$ cat config.mk
export PLATFORM = sky130hd
export DESIGN_NAME = string_to_integer_parser
export DESIGN_NICKNAME = d
export VERILOG_FILES = /design/src/stoi_pkg.sv /design/src/string_to_integer_parser.sv /design/src/stoi_queue.sv /design/src/stoi_front.sv /design/src/stoi_back.sv
export SDC_FILE = /design/constraint.sdc
export NUM_CORES = 2
export LEC_CHECK = 0
export ABC_AREA = 1
export BUFFER_PORTS_ARGS = -buffer_cell sky130_fd_sc_hd__buf_2
export CORE_MARGIN = 2
export CORE_UTILIZATION = 40
export DETAILED_ROUTE_END_ITERATION = 16
export SLEW_MARGIN = 10
export SYNTH_ARGS = -nofsm -noshare
export SYNTH_HDL_FRONTEND = slang
export SYNTH_SLANG_ARGS = --single-unit
export TNS_END_PERCENT = 5
$ cat constraint.sdc
create_clock -name clk -period 12.9 [get_ports clk]
set_input_delay 0.645 -clock clk [delete_from_list [all_inputs] [get_ports clk]]
set_output_delay 0.645 -clock clk [all_outputs]
set_load 0.1 [all_outputs]
$ cat src/stoi_pkg.sv
package stoi_pkg;

  localparam int INDEX_BITS_DEF  = 16;
  localparam int QUEUE_DEPTH_DEF = 4;

  localparam int RADIX_W    = 6;
  localparam int START_W    = 16;
  localparam int CFG_DATA_W = 16;
  localparam int CFG_ADDR_W = 1;
  localparam int MAG_W      = 64;
  localparam int STOP_W     = 16;

  // Register indexes on the configuration port.
  localparam logic [CFG_ADDR_W-1:0] REG_RADIX = 1'd0;
  localparam logic [CFG_ADDR_W-1:0] REG_START = 1'd1;

  // Result status codes.
  localparam logic [1:0] ST_OK       = 2'd0;
  localparam logic [1:0] ST_INVALID  = 2'd1;
  localparam logic [1:0] ST_OVERFLOW = 2'd2;

  localparam logic [RADIX_W-1:0] RADIX_AUTO  = 6'd0;
  localparam logic [RADIX_W-1:0] RADIX_MIN   = 6'd2;
  localparam logic [RADIX_W-1:0] RADIX_MAX   = 6'd36;
  localparam logic [RADIX_W-1:0] RADIX_OCT   = 6'd8;
  localparam logic [RADIX_W-1:0] RADIX_DEC   = 6'd10;
  localparam logic [RADIX_W-1:0] RADIX_HEX   = 6'd16;
  localparam logic [RADIX_W-1:0] DIGIT_NONE  = 6'd36;

  localparam logic [7:0] CH_SPACE = 8'h20;
  localparam logic [7:0] CH_TAB   = 8'h09;
  localparam logic [7:0] CH_CR    = 8'h0D;
  localparam logic [7:0] CH_0     = 8'h30;
  localparam logic [7:0] CH_9     = 8'h39;
  localparam logic [7:0] CH_UA    = 8'h41;
  localparam logic [7:0] CH_UZ    = 8'h5A;
  localparam logic [7:0] CH_LA    = 8'h61;
  localparam logic [7:0] CH_LZ    = 8'h7A;
  localparam logic [7:0] CH_UX    = 8'h58;
  localparam logic [7:0] CH_LX    = 8'h78;
  localparam logic [7:0] CH_MINUS = 8'h2D;
  localparam logic [7:0] CH_PLUS  = 8'h2B;

  typedef struct packed {
    logic [7:0] char_byte;
    logic       char_valid;
    logic       last_char;
  } in_t;

  typedef struct packed {
    logic [1:0]        status;
    logic              negative;
    logic [MAG_W-1:0]  magnitude;
    logic [STOP_W-1:0] stop_index;
  } out_t;

  // Character class worked out by the front end.
  typedef struct packed {
    logic [RADIX_W-1:0] digit;
    logic               space;
    logic               minus;
    logic               plus;
    logic               zero;
    logic               xchar;
    logic               early;
    logic               valid;
    logic               last;
  } class_t;

endpackage

$ cat src/string_to_integer_parser.sv
// Channel   Direction  Handshake                     Payload
// request   in         push / full                   char_byte, char_valid, last_char
// result    out        empty / pop                   status, negative, magnitude, stop_index
// cfg       in         cfg_write, cfg_index          cfg_data (radix, start_index)
//
// One character is taken per cycle unless the character queue is full; the parser handles
// one character each cycle as well unless none is queued or a last character meets a full
// result queue, bounded by the accumulate step (magnitude times base plus digit).
// The character queue lets requests keep arriving while results wait to be popped.
// Reset is synchronous and clears both queues, the position counter and the parse state.
module string_to_integer_parser #(
  parameter int INDEX_BITS  = stoi_pkg::INDEX_BITS_DEF,
  parameter int QUEUE_DEPTH = stoi_pkg::QUEUE_DEPTH_DEF
) (
  input  logic                             clk,
  input  logic                             rst,
  input  logic                             push,
  output logic                             full,
  input  stoi_pkg::in_t                    request,
  output logic                             empty,
  input  logic                             pop,
  output stoi_pkg::out_t                   result,
  input  logic                             cfg_write,
  input  logic [stoi_pkg::CFG_ADDR_W-1:0]  cfg_index,
  input  logic [stoi_pkg::CFG_DATA_W-1:0]  cfg_data
);

  typedef struct packed {
    stoi_pkg::class_t      cls;
    logic [INDEX_BITS-1:0] pos;
  } item_t;

  logic [stoi_pkg::RADIX_W-1:0] radix;
  logic [stoi_pkg::START_W-1:0] start_index;

  logic                  accept;
  item_t                 front_item;
  item_t                 back_item;
  logic [$bits(item_t)-1:0] back_bits;
  logic                  item_empty;
  logic                  item_pop;
  logic                  result_full;
  logic                  result_push;
  stoi_pkg::out_t        back_result;
  logic [$bits(stoi_pkg::out_t)-1:0] result_bits;

  assign accept    = push && !full;
  assign back_item = item_t'(back_bits);
  assign result    = stoi_pkg::out_t'(result_bits);

  always_ff @(posedge clk) begin
    if (rst) begin
      radix       <= '0;
      start_index <= '0;
    end else if (cfg_write) begin
      case (cfg_index)
        stoi_pkg::REG_RADIX: radix       <= cfg_data[stoi_pkg::RADIX_W-1:0];
        stoi_pkg::REG_START: start_index <= cfg_data[stoi_pkg::START_W-1:0];
        default: begin
        end
      endcase
    end
  end

  stoi_front #(
    .INDEX_BITS(INDEX_BITS)
  ) u_front (
    .clk        (clk),
    .rst        (rst),
    .accept     (accept),
    .request    (request),
    .start_index(start_index),
    .cls        (front_item.cls),
    .pos        (front_item.pos)
  );

  stoi_queue #(
    .WIDTH($bits(item_t)),
    .DEPTH(QUEUE_DEPTH)
  ) u_item_queue (
    .clk  (clk),
    .rst  (rst),
    .push (accept),
    .wdata(front_item),
    .full (full),
    .pop  (item_pop),
    .rdata(back_bits),
    .empty(item_empty)
  );

  stoi_back #(
    .INDEX_BITS(INDEX_BITS)
  ) u_back (
    .clk        (clk),
    .rst        (rst),
    .item_empty (item_empty),
    .cls        (back_item.cls),
    .pos        (back_item.pos),
    .item_pop   (item_pop),
    .radix      (radix),
    .result_full(result_full),
    .result_push(result_push),
    .result     (back_result)
  );

  stoi_queue #(
    .WIDTH($bits(stoi_pkg::out_t)),
    .DEPTH(QUEUE_DEPTH)
  ) u_result_queue (
    .clk  (clk),
    .rst  (rst),
    .push (result_push),
    .wdata(back_result),
    .full (result_full),
    .pop  (pop),
    .rdata(result_bits),
    .empty(empty)
  );

endmodule

$ cat src/stoi_queue.sv
module stoi_queue #(
  parameter int WIDTH = 8,
  parameter int DEPTH = stoi_pkg::QUEUE_DEPTH_DEF
) (
  input  logic             clk,
  input  logic             rst,
  input  logic             push,
  input  logic [WIDTH-1:0] wdata,
  output logic             full,
  input  logic             pop,
  output logic [WIDTH-1:0] rdata,
  output logic             empty
);

  localparam int PTR_W = (DEPTH > 2) ? $clog2(DEPTH) : 1;
  localparam int CNT_W = $clog2(DEPTH + 1);

  logic [WIDTH-1:0] mem [DEPTH];
  logic [PTR_W-1:0] wr_ptr;
  logic [PTR_W-1:0] rd_ptr;
  logic [CNT_W-1:0] count;
  logic             do_push;
  logic             do_pop;

  assign full    = (count == CNT_W'(DEPTH));
  assign empty   = (count == '0);
  assign do_push = push && !full;
  assign do_pop  = pop && !empty;
  assign rdata   = mem[rd_ptr];

  always_ff @(posedge clk) begin
    if (do_push) begin
      mem[wr_ptr] <= wdata;
    end
  end

  always_ff @(posedge clk) begin
    if (rst) begin
      wr_ptr <= '0;
      rd_ptr <= '0;
      count  <= '0;
    end else begin
      if (do_push) begin
        wr_ptr <= (wr_ptr == PTR_W'(DEPTH - 1)) ? '0 : wr_ptr + 1'b1;
      end
      if (do_pop) begin
        rd_ptr <= (rd_ptr == PTR_W'(DEPTH - 1)) ? '0 : rd_ptr + 1'b1;
      end
      if (do_push && !do_pop) begin
        count <= count + 1'b1;
      end else if (do_pop && !do_push) begin
        count <= count - 1'b1;
      end
    end
  end

endmodule

$ cat src/stoi_front.sv
module stoi_front #(
  parameter int INDEX_BITS = stoi_pkg::INDEX_BITS_DEF
) (
  input  logic                          clk,
  input  logic                          rst,
  input  logic                          accept,
  input  stoi_pkg::in_t                 request,
  input  logic [stoi_pkg::START_W-1:0]  start_index,
  output stoi_pkg::class_t              cls,
  output logic [INDEX_BITS-1:0]         pos
);

  localparam int CMP_W = (INDEX_BITS > stoi_pkg::START_W) ? INDEX_BITS : stoi_pkg::START_W;

  logic [INDEX_BITS-1:0] position;
  logic [7:0]            c;

  assign c   = request.char_byte;
  assign pos = position;

  always_comb begin
    cls        = '0;
    cls.space  = (c inside {stoi_pkg::CH_SPACE, [stoi_pkg::CH_TAB:stoi_pkg::CH_CR]});
    cls.minus  = (c == stoi_pkg::CH_MINUS);
    cls.plus   = (c == stoi_pkg::CH_PLUS);
    cls.zero   = (c == stoi_pkg::CH_0);
    cls.xchar  = (c == stoi_pkg::CH_LX) || (c == stoi_pkg::CH_UX);
    cls.early  = (CMP_W'(position) < CMP_W'(start_index));
    cls.valid  = request.char_valid;
    cls.last   = request.last_char;
    if (c inside {[stoi_pkg::CH_0:stoi_pkg::CH_9]}) begin
      cls.digit = 6'(c - stoi_pkg::CH_0);
    end else if (c inside {[stoi_pkg::CH_UA:stoi_pkg::CH_UZ]}) begin
      cls.digit = 6'(c - stoi_pkg::CH_UA) + stoi_pkg::RADIX_DEC;
    end else if (c inside {[stoi_pkg::CH_LA:stoi_pkg::CH_LZ]}) begin
      cls.digit = 6'(c - stoi_pkg::CH_LA) + stoi_pkg::RADIX_DEC;
    end else begin
      cls.digit = stoi_pkg::DIGIT_NONE;
    end
  end

  // The position counts characters of the current string and saturates.
  always_ff @(posedge clk) begin
    if (rst) begin
      position <= '0;
    end else if (accept) begin
      if (request.last_char) begin
        position <= '0;
      end else if (request.char_valid && (position != '1)) begin
        position <= position + 1'b1;
      end
    end
  end

endmodule

$ cat src/stoi_back.sv
module stoi_back #(
  parameter int INDEX_BITS = stoi_pkg::INDEX_BITS_DEF
) (
  input  logic                          clk,
  input  logic                          rst,
  input  logic                          item_empty,
  input  stoi_pkg::class_t              cls,
  input  logic [INDEX_BITS-1:0]         pos,
  output logic                          item_pop,
  input  logic [stoi_pkg::RADIX_W-1:0]  radix,
  input  logic                          result_full,
  output logic                          result_push,
  output stoi_pkg::out_t                result
);

  localparam logic [2:0] PH_BEFORE = 3'd0;
  localparam logic [2:0] PH_SPACE  = 3'd1;
  localparam logic [2:0] PH_BASE   = 3'd2;
  localparam logic [2:0] PH_ZERO   = 3'd3;
  localparam logic [2:0] PH_DIGITS = 3'd4;
  localparam logic [2:0] PH_DONE   = 3'd5;

  localparam int MW = stoi_pkg::MAG_W;
  localparam int RW = stoi_pkg::RADIX_W;

  function automatic logic radix_bad(input logic [RW-1:0] r);
    radix_bad = (r != stoi_pkg::RADIX_AUTO) &&
                ((r < stoi_pkg::RADIX_MIN) || (r > stoi_pkg::RADIX_MAX));
  endfunction

  logic [2:0]            phase;
  logic [MW-1:0]         acc;
  logic                  minus_seen;
  logic [RW-1:0]         active_radix;
  logic [INDEX_BITS-1:0] stop_pos;
  logic [1:0]            error_code;
  logic                  any_digit;

  logic [2:0]            phase_next;
  logic [MW-1:0]         acc_next;
  logic                  minus_next;
  logic [RW-1:0]         radix_next;
  logic [INDEX_BITS-1:0] stop_next;
  logic [1:0]            error_next;
  logic                  any_next;

  logic                  take;
  logic                  adv;
  logic [RW-1:0]         base;
  logic [MW+RW-1:0]      prod;
  logic [MW+RW-1:0]      sum;
  logic                  ovf;
  logic [INDEX_BITS-1:0] end_pos;

  assign take        = !item_empty && (!cls.last || !result_full);
  assign item_pop    = take;
  assign result_push = take && cls.last;
  assign end_pos     = (cls.valid && (pos != '1)) ? pos + 1'b1 : pos;

  // Overflow is whatever spills above the top of the magnitude.
  assign prod = {{RW{1'b0}}, acc} * {{MW{1'b0}}, base};
  assign sum  = prod + (MW + RW)'(cls.digit);
  assign ovf  = |sum[MW+RW-1:MW];

  always_comb begin
    phase_next = phase;
    acc_next   = acc;
    minus_next = minus_seen;
    radix_next = active_radix;
    stop_next  = stop_pos;
    error_next = error_code;
    any_next   = any_digit;
    adv        = !cls.valid;
    base       = stoi_pkg::RADIX_DEC;

    if (!adv && (phase_next == PH_BEFORE)) begin
      if (cls.early) begin
        adv = 1'b1;
      end else begin
        phase_next = PH_SPACE;
      end
    end
    if (!adv && (phase_next == PH_SPACE)) begin
      if (cls.space) begin
        adv = 1'b1;
      end else begin
        phase_next = PH_BASE;
        if (cls.minus) begin
          minus_next = 1'b1;
          adv        = 1'b1;
        end else if (cls.plus) begin
          adv = 1'b1;
        end
      end
    end
    if (!adv && (phase_next == PH_BASE)) begin
      if ((radix == stoi_pkg::RADIX_AUTO) || (radix == stoi_pkg::RADIX_HEX)) begin
        if (cls.zero) begin
          radix_next = (radix == stoi_pkg::RADIX_AUTO) ? stoi_pkg::RADIX_OCT
                                                       : stoi_pkg::RADIX_HEX;
          phase_next = PH_ZERO;
          adv        = 1'b1;
        end else begin
          radix_next = (radix == stoi_pkg::RADIX_AUTO) ? stoi_pkg::RADIX_DEC
                                                       : stoi_pkg::RADIX_HEX;
          phase_next = PH_DIGITS;
        end
      end else if (radix_bad(radix)) begin
        phase_next = PH_DONE;
        error_next = stoi_pkg::ST_INVALID;
        stop_next  = '0;
        acc_next   = '0;
        adv        = 1'b1;
      end else begin
        radix_next = radix;
        phase_next = PH_DIGITS;
      end
    end else if (!adv && (phase_next == PH_ZERO)) begin
      phase_next = PH_DIGITS;
      if (cls.xchar) begin
        radix_next = stoi_pkg::RADIX_HEX;
        adv        = 1'b1;
      end else begin
        acc_next = '0;
        any_next = 1'b1;
      end
    end

    if ((radix_next >= stoi_pkg::RADIX_MIN) && (radix_next <= stoi_pkg::RADIX_MAX)) begin
      base = radix_next;
    end

    if (!adv && (phase_next == PH_DIGITS)) begin
      if (cls.digit >= base) begin
        phase_next = PH_DONE;
        stop_next  = pos;
        error_next = any_next ? stoi_pkg::ST_OK : stoi_pkg::ST_INVALID;
      end else if (ovf) begin
        phase_next = PH_DONE;
        stop_next  = pos;
        error_next = stoi_pkg::ST_OVERFLOW;
      end else begin
        acc_next = sum[MW-1:0];
        any_next = 1'b1;
      end
    end
  end

  always_comb begin
    result            = '0;
    result.status     = stoi_pkg::ST_INVALID;
    result.negative   = minus_next;
    case (phase_next)
      PH_SPACE, PH_BASE: begin
        result.stop_index = radix_bad(radix) ? '0 : stoi_pkg::STOP_W'(end_pos);
      end
      PH_ZERO: begin
        result.status     = stoi_pkg::ST_OK;
        result.stop_index = stoi_pkg::STOP_W'(end_pos);
      end
      PH_DIGITS: begin
        result.status     = any_next ? stoi_pkg::ST_OK : stoi_pkg::ST_INVALID;
        result.magnitude  = acc_next;
        result.stop_index = stoi_pkg::STOP_W'(end_pos);
      end
      PH_DONE: begin
        result.status     = error_next;
        result.magnitude  = acc_next;
        result.stop_index = stoi_pkg::STOP_W'(stop_next);
      end
      default: begin
        result.negative = 1'b0;
      end
    endcase
  end

  always_ff @(posedge clk) begin
    if (rst) begin
      phase        <= PH_BEFORE;
      acc          <= '0;
      minus_seen   <= 1'b0;
      active_radix <= '0;
      stop_pos     <= '0;
      error_code   <= '0;
      any_digit    <= 1'b0;
    end else if (take) begin
      if (cls.last) begin
        phase        <= PH_BEFORE;
        acc          <= '0;
        minus_seen   <= 1'b0;
        active_radix <= '0;
        stop_pos     <= '0;
        error_code   <= '0;
        any_digit    <= 1'b0;
      end else begin
        phase        <= phase_next;
        acc          <= acc_next;
        minus_seen   <= minus_next;
        active_radix <= radix_next;
        stop_pos     <= stop_next;
        error_code   <= error_next;
        any_digit    <= any_next;
      end
    end
  end

endmodule

==> results.toml <==
[run_status]
outcome = "complete, no violations"

[worst_setup_path]
critPathMaxFanout = 66
cp.arrival_ns = 10.93
end_kind = "register"
required_ns = 13.25
crit_type = "register to register"
slowest_delay_ns = 0.67
crit_top_cell = "nand2_1"
cp_slowest_cell = "nand2_1"
start_kind = "register"

[global_routing]
grt_pass1_wl_um = 175000
grt_overflow = 0
grt_max_degree = 90
grt_pass1_vias = 31100
antenna_found_initial = 3
track_usage_pct = 21.8

[synth]
synthAdderAreaFrac_pct = 18.8
yosysUniqueCellTypes = 61
syn_inst = 4533
synth_ff_type = "edfxtp_1"
synth_compound_area_share_pct = 10.5
synth_area_leaders = "edfxtp_1, fa_1, nand2_1"
synthesis.area_um2 = 39700
synth-seq-area-share_pct = 41.7
synth-xor-area-share_pct = 1.59
yosys_warnings = 0
synth_top_family_by_area = "simple AND/OR/NAND/NOR gates"
synth_fp_nets = 5010
synth_edf_count = 452
async_flop_share_pct = 0
synth-seq-cells = 601
synth_top_area_share_pct = 34.2
synth_area_leader_cell = "edfxtp_1"
synthSimpleGateAreaFrac_pct = 20.4
synthMuxAreaShare_pct = 0
synth.avg_cell_area_um2 = 8.77

[place]
place_congestion = 0.961
dp_cells = 5785
port_buffers = 116
dpl_worst_slack_ns = 2.30
dp_hpwl_um = 79200

[routing]
dr.pass1.iters = 5
num_vias = 31100
drt_iter0_drc = 2238
routedWlPerCell_um = 18.8
wl_um = 111000
drc = 0
drtAntennaViolNets = 0
via_per_inst = 5.26

[final_layout]
final_common_cell = "nand2_1"
drive_gt1_share_pct = 8.03
nets = 5044
final_cell_mix = "nand2_1, nor2_1, inv_1, edfxtp_1, o21ai_0"
syn_to_final_growth_pct = 9.53
fin_util_pct = 44.2
instances_no_fill = 5910

[sta]
worst_clock_skew_ns = 0.0218
rsz0062_at_grt = "no"
setup_slack_ns = 2.32
slew_viol_final = 0
period_share_pct = 82.0
min_period_ns = 10.58
tns_ns = 0
setup_violations = 0
slew_headroom_pct = 25.4
worstMarginPinSlew_ns = 1.12
fin_hold_ws_ns = 0.259
timing.fmax_ghz = 0.0945
finalHoldViolCount = 0

[min_path]
hold_path_class = "primary input to register"

[floorplan]
placementRows = 115
fp.coreArea_um2 = 98400
die_w_um = 319
die_area_um2 = 102000
pin_count = 117
initial_core_util_pct = 40.4
die_h_um = 319

[flow_run]
maxCapViolCount = 0

[clock_network]
cts-htree-levels = 3
cts_setup_buffers = 0
cts.sink_count = 601
cts.path.max_buffers = 3
hold_buffers = 0
clkTransAtPathRegs_ns = 0.06
cts_resized = 0
cts_made_buffers = 67
clk_latency_ns = 0.64
cts_tree = "yes"
clock-root-buffer = "clkbuf_16"

[power_and_ir_drop]
ir_drop_mv = 0.298
leakagePower_nw = 18.0
powerDensity_nw_per_um2 = 210
per-stage QoR:
stage	power, mW	area [um2]
floorplan	6.24	39700
global placement	7.19	41300
finish	9.12	43500
global route	9.57	43500
detailed placement	7.23	41300
CTS	9.17	43500
power breakdown:
group / total, mW / switching [mW] / internal (mW)
logic: 4.59 / 3.85 / 0.741
registers: 2.59 / 0.0954 / 2.50
clock network: 1.94 / 0.830 / 1.11
total: 9.12 / 4.77 / 4.35
cell usage after synthesis, drive strengths merged (11+ instances only):
cell,instances
edfxtp,452
inv,477
nand2,914
o21ai,336
dfxtp,149
fa,254
nor2,862
nor3,31
xor2,46
ha,191
nand3,139
nor4,11
a31oi,12
xnor2,26
o22ai,88
nand4,25
a21oi,262
clkbuf,108
buf,76
layout make-up:
cell class,count,area (um2)
Antenna cell,1,2.50
Fill cell,9745,54900
Sequential cell,601,16600
Multi-Input combinational cell,3270,20500
Timing Repair Buffer,149,843
Tap cell,1287,1610
Clock buffer,93,1810
Clock inverter,31,414
Inverter,478,1810
final timing paths:
path / from / endpoint / slack [ns] / cells after the start
setup reg to reg: register / u_result_queue.mem[2][14]$_DFFE_PP_ / 2.32 / 43
hold / removal: cfg_data[0] / radix[0]$_SDFFE_PP0P_ / 0.26 / 3
hold reg to reg: start_index[7]$_SDFFE_PP0P_ / start_index[7]$_SDFFE_PP0P_ / 0.46 / 2
setup / recovery: register / u_result_queue.mem[2][14]$_DFFE_PP_ / 2.32 / 43
worst max-delay path, delay by kind of cell (launching register included):
kind | cells | cell delay [ns]
flops | 1 | 0.31
fa+ha+maj | 5 | 2.16
simple gates | 28 | 4.74
buf+inv | 6 | 2.20
compound gates | 4 | 0.83
layer usage:
metal | part of all wire, % | global-route usage (%) | up-vias
met5 | 0.019 | 0 | -
met1 | 44 | 28.8 | 15100
met4 | 3.4 | 7.29 | 4
met3 | 5.2 | 3.16 | 180
li1 | - | - | 15000
met2 | 48 | 36.5 | 828
state kept, by name (all words and copies together) (netlist names), 6 cells and up, named ones only:
name / cells
u_front.pos: 16
u_back.active_radix: 6
u_result_queue.mem: 332
u_back.stop_pos: 16
radix: 6
u_back.acc: 64
u_item_queue.mem: 120
start_index: 16
kinds of logic (layout without fill, tap and decap cells):
family / Yosys count / after routing
AO/OA/AOI/OAI: 764 / 764
XOR/XNOR: 72 / 72
adder cells (fa/ha/maj): 445 / 445
buffers and inverters: 662 / 751
flip-flops: 601 / 601
other: 0 / 1
AND/OR/NAND/NOR: 1989 / 1989
No activity file was read; power rests on OpenSTA's default activity.
